## src/rtl/rau_pkg.sv

```systemverilog
// ----------------------------------------------------------------------------
// rau_pkg: shared types and constants of the rational arithmetic unit
// Operation codes, stream widths and the operand and result records that
// pass between the top level and the sequencer.
// ----------------------------------------------------------------------------
package rau_pkg;

	// Stream widths
	localparam int S_DATA_W = 128;
	localparam int S_USER_W = 3;
	localparam int M_DATA_W = 72;

	// Operand magnitude, full-width intermediate and result widths
	localparam int OPND_W = 32;
	localparam int MAG_W  = 64;
	localparam int NUM_W  = 32;
	localparam int DEN_W  = 31;
	localparam int CNT_W  = 6;

	// Operation codes
	localparam logic [2:0] ACT_ADD = 3'd0;
	localparam logic [2:0] ACT_SUB = 3'd1;
	localparam logic [2:0] ACT_MUL = 3'd2;
	localparam logic [2:0] ACT_DIV = 3'd3;
	localparam logic [2:0] ACT_NEG = 3'd4;
	localparam logic [2:0] ACT_RCP = 3'd5;
	localparam logic [2:0] ACT_CMP = 3'd6;

	// Operands in sign-magnitude form, denominators already positive
	typedef struct packed {
		logic [2:0]        act;
		logic              an_neg;
		logic [OPND_W-1:0] an_mag;
		logic [OPND_W-1:0] ad_mag;
		logic              bn_neg;
		logic [OPND_W-1:0] bn_mag;
		logic [OPND_W-1:0] bd_mag;
	} rau_opnd_t;

	// One finished result
	typedef struct packed {
		logic               overflow;
		logic               is_equal;
		logic               is_less;
		logic [DEN_W-1:0]   res_den;
		logic [NUM_W-1:0]   res_num;
	} rau_res_t;

endpackage

```

## src/rtl/rational_arithmetic_unit.sv

```systemverilog
// ----------------------------------------------------------------------------
// rational_arithmetic_unit: fraction arithmetic with gcd reduction
// Adds, subtracts, multiplies, divides, negates, inverts or compares two
// fractions and returns the result in lowest terms with an overflow flag.
//
// Channel  Dir  Fields (lowest bit first)
// s_*      in   tdata: a_num, a_den, b_num, b_den; tuser: action
// m_*      out  tdata: res_num, res_den, is_less, is_equal, overflow, 6 zero bits
//
// One request at a time: s_tready is high only while the sequencer is idle.
// Compare ends after its products and their sum; arithmetic takes two or three
// products, a binary gcd on 64-bit values and two restoring divisions on the
// shared adder. An undefined action goes straight to the final state.
// Reset is asynchronous and needs no clearing pass. A stalled m_tready holds
// the result and keeps the sequencer in its final state.
// ----------------------------------------------------------------------------
module rational_arithmetic_unit #(
	parameter int WIDTH = 32
) (
	input  logic                          clk,
	input  logic                          arst_n,
	input  logic                          s_tvalid,
	output logic                          s_tready,
	// a_num [31:0], a_den [63:32], b_num [95:64], b_den [127:96]
	input  logic [rau_pkg::S_DATA_W-1:0]  s_tdata,
	// action [2:0]
	input  logic [rau_pkg::S_USER_W-1:0]  s_tuser,
	output logic                          m_tvalid,
	input  logic                          m_tready,
	// res_num [31:0], res_den [62:32], is_less [63], is_equal [64], overflow [65]
	output logic [rau_pkg::M_DATA_W-1:0]  m_tdata
);
	import rau_pkg::*;

	function automatic logic [OPND_W-1:0] mag_of(input logic [OPND_W-1:0] v);
		return v[OPND_W-1] ? (OPND_W'(0) - v) : v;
	endfunction

	logic [OPND_W-1:0] a_num, a_den, b_num, b_den;
	rau_opnd_t         opnd;
	rau_res_t          res;
	logic              core_idle, core_done, out_free, start;
	logic              m_tvalid_q;
	logic [M_DATA_W-1:0] m_tdata_q;

	assign a_num = s_tdata[OPND_W-1:0];
	assign a_den = s_tdata[2*OPND_W-1:OPND_W];
	assign b_num = s_tdata[3*OPND_W-1:2*OPND_W];
	assign b_den = s_tdata[4*OPND_W-1:3*OPND_W];

	// zero denominator becomes one; a negative one moves its sign to the numerator
	always_comb begin
		opnd.act    = s_tuser;
		opnd.an_neg = a_num[OPND_W-1] ^ a_den[OPND_W-1];
		opnd.an_mag = mag_of(a_num);
		opnd.ad_mag = (a_den == '0) ? OPND_W'(1) : mag_of(a_den);
		opnd.bn_neg = b_num[OPND_W-1] ^ b_den[OPND_W-1];
		opnd.bn_mag = mag_of(b_num);
		opnd.bd_mag = (b_den == '0) ? OPND_W'(1) : mag_of(b_den);
	end

	assign s_tready = core_idle;
	assign start    = s_tvalid & core_idle;
	assign out_free = ~m_tvalid_q | m_tready;

	rau_core #(
		.WIDTH (WIDTH)
	) u_core (
		.clk      (clk),
		.arst_n   (arst_n),
		.start    (start),
		.opnd     (opnd),
		.idle     (core_idle),
		.out_free (out_free),
		.done     (core_done),
		.res      (res)
	);

	// output register: load a finished result, drop it once taken
	always_ff @(posedge clk or negedge arst_n) begin
		if (!arst_n) begin
			m_tvalid_q <= 1'b0;
		end else if (core_done) begin
			m_tvalid_q <= 1'b1;
		end else if (m_tready) begin
			m_tvalid_q <= 1'b0;
		end
	end

	always_ff @(posedge clk) begin
		if (core_done) begin
			m_tdata_q <= {{(M_DATA_W - $bits(rau_res_t)){1'b0}}, res};
		end
	end

	assign m_tvalid = m_tvalid_q;
	assign m_tdata  = m_tdata_q;

endmodule

```

## src/rtl/rau_alu.sv

```systemverilog
// ----------------------------------------------------------------------------
// rau_alu: shared wide add/subtract unit
// One 64-bit adder with a borrow flag, used for the sign-magnitude sum,
// the gcd subtraction steps and the restoring division steps.
// ----------------------------------------------------------------------------
module rau_alu (
	input  logic [rau_pkg::MAG_W-1:0] a,
	input  logic [rau_pkg::MAG_W-1:0] b,
	input  logic                      sub,
	output logic [rau_pkg::MAG_W-1:0] sum,
	output logic                      borrow
);
	import rau_pkg::*;

	logic [MAG_W:0] full;

	// add, or add the complement plus one to subtract
	assign full   = {1'b0, a} + {1'b0, (sub ? ~b : b)} + {{MAG_W{1'b0}}, sub};
	assign sum    = full[MAG_W-1:0];
	assign borrow = sub & ~full[MAG_W];

endmodule

```

## src/rtl/rau_core.sv

```systemverilog
// ----------------------------------------------------------------------------
// rau_core: sequencer of the rational arithmetic unit
// Forms products on one multiplier, combines them on the shared adder,
// finds the gcd by binary steps and reduces by two restoring divisions.
// ----------------------------------------------------------------------------
module rau_core #(
	parameter int WIDTH = 32
) (
	input  logic                clk,
	input  logic                arst_n,
	input  logic                start,
	input  rau_pkg::rau_opnd_t  opnd,
	output logic                idle,
	input  logic                out_free,
	output logic                done,
	output rau_pkg::rau_res_t   res
);
	import rau_pkg::*;

	localparam logic [MAG_W-1:0] Limit = (64'd1 << (WIDTH - 1)) - 64'd1;

	typedef enum logic [3:0] {
		ST_IDLE, ST_MUL_X, ST_MUL_Y, ST_MUL_D, ST_COMB, ST_COMB_REV,
		ST_NORM, ST_GCD, ST_DIV_N, ST_DIV_D, ST_DONE
	} state_t;

	state_t            state_q;
	rau_opnd_t         op_q;
	logic [MAG_W-1:0]  x_q, y_q, d_q, u_q, v_q, rem_q;
	logic              x_neg_q, y_neg_q, d_neg_q;
	logic [CNT_W-1:0]  k_q, cnt_q;
	logic              less_q, equal_q;

	logic [OPND_W-1:0] mul_a, mul_b;
	logic              mul_neg;
	logic [MAG_W-1:0]  prod;
	logic [MAG_W-1:0]  alu_a, alu_b, alu_sum;
	logic              alu_sub, alu_borrow;
	logic [MAG_W-1:0]  dvd, trial;
	logic              two_terms, arith, ovf;

	assign two_terms = (op_q.act == ACT_ADD) || (op_q.act == ACT_SUB) || (op_q.act == ACT_CMP);
	assign arith     = (op_q.act != ACT_CMP) && (op_q.act <= ACT_RCP);

	// select multiplier operands and product sign
	always_comb begin
		mul_a   = '0;
		mul_b   = '0;
		mul_neg = 1'b0;
		unique case (state_q)
			ST_MUL_X: begin
				case (op_q.act)
					ACT_MUL: begin
						mul_a = op_q.an_mag; mul_b = op_q.bn_mag;
						mul_neg = op_q.an_neg ^ op_q.bn_neg;
					end
					ACT_NEG: begin
						mul_a = op_q.an_mag; mul_b = OPND_W'(1); mul_neg = ~op_q.an_neg;
					end
					ACT_RCP: begin
						mul_a = op_q.ad_mag; mul_b = OPND_W'(1); mul_neg = 1'b0;
					end
					default: begin
						mul_a = op_q.an_mag; mul_b = op_q.bd_mag; mul_neg = op_q.an_neg;
					end
				endcase
			end
			ST_MUL_Y: begin
				mul_a   = op_q.ad_mag;
				mul_b   = op_q.bn_mag;
				mul_neg = op_q.bn_neg ^ (op_q.act != ACT_ADD);
			end
			ST_MUL_D: begin
				case (op_q.act)
					ACT_DIV: begin
						mul_a = op_q.ad_mag; mul_b = op_q.bn_mag; mul_neg = op_q.bn_neg;
					end
					ACT_NEG: begin
						mul_a = op_q.ad_mag; mul_b = OPND_W'(1); mul_neg = 1'b0;
					end
					ACT_RCP: begin
						mul_a = op_q.an_mag; mul_b = OPND_W'(1); mul_neg = op_q.an_neg;
					end
					default: begin
						mul_a = op_q.ad_mag; mul_b = op_q.bd_mag; mul_neg = 1'b0;
					end
				endcase
			end
			default: ;
		endcase
	end

	assign prod = {{(MAG_W-OPND_W){1'b0}}, mul_a} * {{(MAG_W-OPND_W){1'b0}}, mul_b};

	// division shifts the numerator or the denominator through the remainder
	assign dvd   = (state_q == ST_DIV_D) ? d_q : x_q;
	assign trial = {rem_q[MAG_W-2:0], dvd[MAG_W-1]};

	// route the shared adder
	always_comb begin
		alu_a   = u_q;
		alu_b   = v_q;
		alu_sub = 1'b1;
		unique case (state_q)
			ST_COMB: begin
				alu_a = x_q; alu_b = y_q; alu_sub = (x_neg_q != y_neg_q);
			end
			ST_COMB_REV: begin
				alu_a = y_q; alu_b = x_q; alu_sub = 1'b1;
			end
			ST_DIV_N, ST_DIV_D: begin
				alu_a = trial; alu_b = v_q; alu_sub = 1'b1;
			end
			default: ;
		endcase
	end

	rau_alu u_alu (
		.a      (alu_a),
		.b      (alu_b),
		.sub    (alu_sub),
		.sum    (alu_sum),
		.borrow (alu_borrow)
	);

	// fit check and result formatting
	assign ovf = arith && ((x_q > Limit) || (d_q > Limit));

	always_comb begin
		res          = '0;
		res.res_den  = DEN_W'(1);
		res.is_less  = less_q;
		res.is_equal = equal_q;
		res.overflow = ovf;
		if (arith && !ovf) begin
			res.res_num = (x_neg_q && (x_q != '0)) ? (NUM_W'(0) - x_q[NUM_W-1:0])
			                                        : x_q[NUM_W-1:0];
			res.res_den = d_q[DEN_W-1:0];
		end
	end

	assign idle = (state_q == ST_IDLE);
	assign done = (state_q == ST_DONE) && out_free;

	// sequencer
	always_ff @(posedge clk or negedge arst_n) begin
		if (!arst_n) begin
			state_q <= ST_IDLE;
		end else begin
			unique case (state_q)
				ST_IDLE: begin
					if (start) begin
						op_q    <= opnd;
						less_q  <= 1'b0;
						equal_q <= 1'b0;
						state_q <= (opnd.act <= ACT_CMP) ? ST_MUL_X : ST_DONE;
					end
				end
				ST_MUL_X: begin
					x_q     <= prod;
					x_neg_q <= mul_neg;
					state_q <= two_terms ? ST_MUL_Y : ST_MUL_D;
				end
				ST_MUL_Y: begin
					y_q     <= prod;
					y_neg_q <= mul_neg;
					state_q <= ST_MUL_D;
				end
				ST_MUL_D: begin
					d_q     <= prod;
					d_neg_q <= mul_neg;
					state_q <= two_terms ? ST_COMB : ST_NORM;
				end
				// sign-magnitude sum; reverse the subtraction if it borrowed
				ST_COMB: begin
					if (alu_sub && alu_borrow) begin
						state_q <= ST_COMB_REV;
					end else begin
						x_q     <= alu_sum;
						state_q <= ST_NORM;
					end
				end
				ST_COMB_REV: begin
					x_q     <= alu_sum;
					x_neg_q <= y_neg_q;
					state_q <= ST_NORM;
				end
				// compare ends here; otherwise fix the denominator and seed the gcd
				ST_NORM: begin
					if (op_q.act == ACT_CMP) begin
						less_q  <= x_neg_q && (x_q != '0);
						equal_q <= (x_q == '0);
						state_q <= ST_DONE;
					end else begin
						if (d_q == '0) begin
							d_q <= MAG_W'(1);
							v_q <= MAG_W'(1);
						end else begin
							v_q <= d_q;
							if (d_neg_q) begin
								x_neg_q <= ~x_neg_q;
							end
						end
						u_q     <= x_q;
						k_q     <= '0;
						state_q <= ST_GCD;
					end
				end
				// one binary gcd step per cycle
				ST_GCD: begin
					if (u_q == '0) begin
						v_q     <= v_q << k_q;
						rem_q   <= '0;
						cnt_q   <= '0;
						state_q <= ST_DIV_N;
					end else if (!u_q[0] && !v_q[0]) begin
						u_q <= u_q >> 1;
						v_q <= v_q >> 1;
						k_q <= k_q + CNT_W'(1);
					end else if (!u_q[0]) begin
						u_q <= u_q >> 1;
					end else if (!v_q[0]) begin
						v_q <= v_q >> 1;
					end else if (!alu_borrow) begin
						u_q <= alu_sum;
					end else begin
						u_q <= v_q;
						v_q <= u_q;
					end
				end
				// restoring division, one quotient bit per cycle
				ST_DIV_N: begin
					x_q   <= {x_q[MAG_W-2:0], ~alu_borrow};
					cnt_q <= cnt_q + CNT_W'(1);
					if (cnt_q == {CNT_W{1'b1}}) begin
						rem_q   <= '0;
						state_q <= ST_DIV_D;
					end else begin
						rem_q <= alu_borrow ? trial : alu_sum;
					end
				end
				ST_DIV_D: begin
					rem_q <= alu_borrow ? trial : alu_sum;
					d_q   <= {d_q[MAG_W-2:0], ~alu_borrow};
					cnt_q <= cnt_q + CNT_W'(1);
					if (cnt_q == {CNT_W{1'b1}}) begin
						state_q <= ST_DONE;
					end
				end
				// hold until the output register is free
				ST_DONE: begin
					if (out_free) begin
						state_q <= ST_IDLE;
					end
				end
				default: state_q <= ST_IDLE;
			endcase
		end
	end

endmodule

```

## config.mk

```make
export PLATFORM = sky130hd
export DESIGN_NAME = rational_arithmetic_unit
export DESIGN_NICKNAME = d
export VERILOG_FILES = /design/src/rtl/rau_pkg.sv /design/src/rtl/rational_arithmetic_unit.sv /design/src/rtl/rau_alu.sv /design/src/rtl/rau_core.sv
export SDC_FILE = /design/constraint.sdc
export NUM_CORES = 2
export LEC_CHECK = 0
export BUFFER_PORTS_ARGS = -buffer_cell sky130_fd_sc_hd__buf_2
export CORE_MARGIN = 5
export CORE_UTILIZATION = 30
export DETAILED_ROUTE_END_ITERATION = 7
export PLACE_DENSITY = 0.42
export SLEW_MARGIN = 20
export SYNTH_ARGS = -nofsm -noshare
export SYNTH_HDL_FRONTEND = slang
export SYNTH_HIERARCHICAL = 1
export SYNTH_SLANG_ARGS = --single-unit
```

## constraint.sdc

```tcl
create_clock -name clk -period 17.8 [get_ports clk]
set_input_delay 0.89 -clock clk [delete_from_list [all_inputs] [get_ports clk]]
set_output_delay 0.89 -clock clk [all_outputs]
set_load 0.05 [all_outputs]
```

==> metrics.md <==
| Metric | Value |
|---|---|
| Endpoints failing hold | `0` |
| DP HPWL | `254000 um` |
| Layout cells sized above 1 | `8.56%` |
| Final Max Tran Viols | `0` |
| Mapped Cells | `8318` |
| DP Worst Slack | `between 6000 and 7000 ps` |
| ANT nets after route | `0` |
| CTS Buf Count | `80` |
| Critical path depth | `28` |
| FF+latch count, synth | `604` |
| Most frequent cells in the layout | `nand2_1, inv_1, nor2_1, fa_1, edfxtp_1` |
| Core ar. | `0.246 sq mm` |
| Netlist Area Pre-Place | `0.0742 sq mm` |
| Clk pin slew, worst setup/hold paths | `roughly 60 ps` |
| Hold depth | `1` |
| GP Congestion | `0.954` |
| H-tree Lvls | `3` |
| Type of origin of the critical path | `flop` |
| CTS Sinks | `604` |
| Drt total wl | `around 330000 um` |
| Sequential area share after synthesis | `24.4%` |
| R2r endpoint | `u_core/d_q[53]$_DFFE_PP_` |
| Number of synthesized flops with an enable pin | `between 500 and 600` |
| WHS Endpoint | `u_core/op_q[130]$_DFFE_PP_` |
| Fillers | `~26000` |
| IO Pins | `209` |
| Yosys top cell area share | `24.3%` |
| Number of setup buffers added after CTS | `0` |
| Drt initial violations | `5453` |
| Worst-path fanout max | `61` |
| First-pass DRT Iterations | `5` |
| Synth top area cells | `edfxtp_1, fa_1, nand2_1` |
| Die width | `just over 500 um` |
| Initial antenna violation count | `18` |
| Setup Crit Path Kind | `flop to flop` |
| Primary FF master, synth | `edfxtp_1` |
| TritonCTS clock tree | `done` |
| MaxCap Viol Count | `0` |
| Setup Skew | `61.6 ps` |
| Std-Cell Rows | `182` |
| Fin nets | `9625` |
| Min Tclk post-route | `11490 ps` |
| Global-route wire length before repair | `between 400000 and 500000 um` |
| Area Overhead vs Synth | `10.2%` |
| Worst R2R Path Depth | `28` |
| Worst hold start | `s_tuser[0]` |
| Clk_lat worst skew | `740 ps` |
| Data required, critical path | `18250 ps` |
| Ys async rst share | `less than 1%` |
| Critical path buffers and inverters | `4` |
| Final worst setup slack | `6310 ps` |
| Number of vias per cell | `5.52` |
| RSZ-0062 raised after global routing | `no` |
| FMAX | `0.0870 GHz` |
| Initial Util | `30.2%` |
| CP top delay family | `adder cells` |
| # DRC | `0` |
| Status | `finished, final reports clean` |
| Fin Setup TNS | `0 ps` |
| Post-route clock period utilization | `64.5%` |
| Vias in the first global route | `between 60000 and 70000` |
| Reg2reg setup slack | `6310 ps` |
| Worst-Margin Slew | `1190 ps` |
| Critical path's slowest cell | `a22o_2` |
| Post-CTS sizing | `0` |
| Clock Tree Root | `clkbuf_16` |
| Reg-to-reg startpoint | `u_core/state_q[1]$_DFFE_PN0P_` |
| Final setup viols | `0` |
| CTS max path bufs | `3` |
| Most used cell, CP | `fa_1` |
| Most common cell after layout, fill and taps aside | `nand2_1` |
| Area leader, netlist | `edfxtp_1` |
| Distinct cells, synth | `90` |
| Worst Hold Class | `input pin to flop` |
| Total track usage | `25.2%` |
| CTS Hold Bufs | `1` |
| GR Overflow Total | `0` |
| Pin count of the biggest net entering global routing | `91` |
| Worst EP arrival | `11940 ps` |
| Via count | `63700` |
| YS warnings | `6` |
| Port bufs | `approximately 200` |
| DR WL/cell | `28.6 um` |
| Headroom to the max-slew limit | `roughly a fifth` |
| Die area | `0.257 sq mm` |
| Chip height | `507 um` |
| Worst setup EP type | `flop` |
| Post-Syn Area per Cell | `8.92 sq um` |
| Slowest cell delay on critical path | `~930 ps` |
[worst max-delay path by stage]
stage,startpoint,end
final,u_core/state_q[1]$_DFFE_PN0P_,u_core/d_q[53]$_DFFE_PP_
after global placement,u_core/op_q[131]$_DFFE_PP_,u_core/x_q[46]$_DFFE_PP_
after detailed placement,u_core/state_q[1]$_DFFE_PN0P_,u_core/x_q[46]$_DFFE_PP_
after global routing,u_core/state_q[1]$_DFFE_PN0P_,u_core/x_q[49]$_DFFE_PP_
after floorplan,u_core/state_q[3]$_DFFE_PN0P_,u_core/d_q[57]$_DFFE_PP_
after CTS,u_core/state_q[1]$_DFFE_PN0P_,u_core/x_q[46]$_DFFE_PP_
[layout make-up]
cell class / count / area, sq um / area share (%)
Multi-Input combinational cell: 6107 / 50300 / 61.6
Sequential cell: 604 / 18100 / 22.2
Tap cell: 3220 / 4030 / 4.93
Inverter: 1060 / 3980 / 4.87
Timing Repair Buffer: 406 / 2540 / 3.11
Clock buffer: 100 / 2180 / 2.67
Clock inverter: 44 / 551 / 0.673
Antenna cell: 12 / 30.0 / 0.0367
[logic make-up (layout without fill, tap and decap cells)]
logic type	after synthesis	count (layout)	share of synthesized area [%]
DFF	604	604	24.4
xor gates and xnor gates	338	338	3.99
and+or+nand+nor	2786	2786	15.8
buffers and inverters	1612	1610	8.26
AOI/OAI and AO/OA	1564	1564	14.3
muxes	182	182	3.41
adders and majority gates	1231	1231	29.8
other	1	18	0.00506
[per-layer routing]
layer / share of wire (%) / track usage, %
met2: 47 / 41.8
met4: 5.4 / 11.1
met1: 41 / 32.6
met5: 0.0085 / 0
met3: 6.7 / 3.97
[state kept, by name, summed over array words and instances (netlist names), 4 cells and up]
register and flops:
u_core/v_q 64, u_core/cnt_q 6, u_core/d_q 64, u_core/k_q 6, m_tdata 66, u_core/op_q 133, u_core/u_q 64, u_core/state_q 4
u_core/rem_q 63, u_core/y_q 64, u_core/x_q 64
[worst register-to-register path, delay by kind of cell (launching register included)]
kind	cells	cell delay (ps)
XOR/XNOR	1	550
AND/OR/NAND/NOR	5	1510
buffers and inverters	4	1360
adder cells (fa/ha/maj)	9	4460
AO/OA/AOI/OAI	9	2950
flip-flops	1	360
[stage by stage]
stage,utilization (%),cells,hold slack (ps),area (sq um)
6_report,33.2,11600,345,81800
5_1_grt,33.2,11500,304,81700
4_1_cts,33.2,11500,278,81700
3_5_place_dp,32.1,11400,406,79000
3_3_place_gp,32.1,11400,408,79000
2_1_floorplan,-,8323,490,74200
[synth_stat cells (21+ instances only)]
cell type	n
fa_1	897
and2_1	48
mux4_2	54
nand2_1	1301
nor2_1	921
a31oi_1	30
o41ai_1	31
a21oi_1	330
mux2i_1	102
a22o_1	127
edfxtp_1	599
xnor2_1	191
nand3_1	132
a221oi_1	65
a221o_1	68
a211oi_1	25
nand4_1	53
nor4_1	68
o31ai_1	61
o21bai_1	28
nand2b_1	36
mux2_2	26
xor2_1	147
o22ai_1	21
or3_1	31
inv_1	1057
ha_1	334
a21o_1	63
and3_1	30
nor3_1	86
clkbuf_1	477
a22oi_1	224
o21ai_0	368
buf_1	47
Power is not shown: default switching activity piles up to over one toggle a cycle in this logic, so the estimate is an artifact.
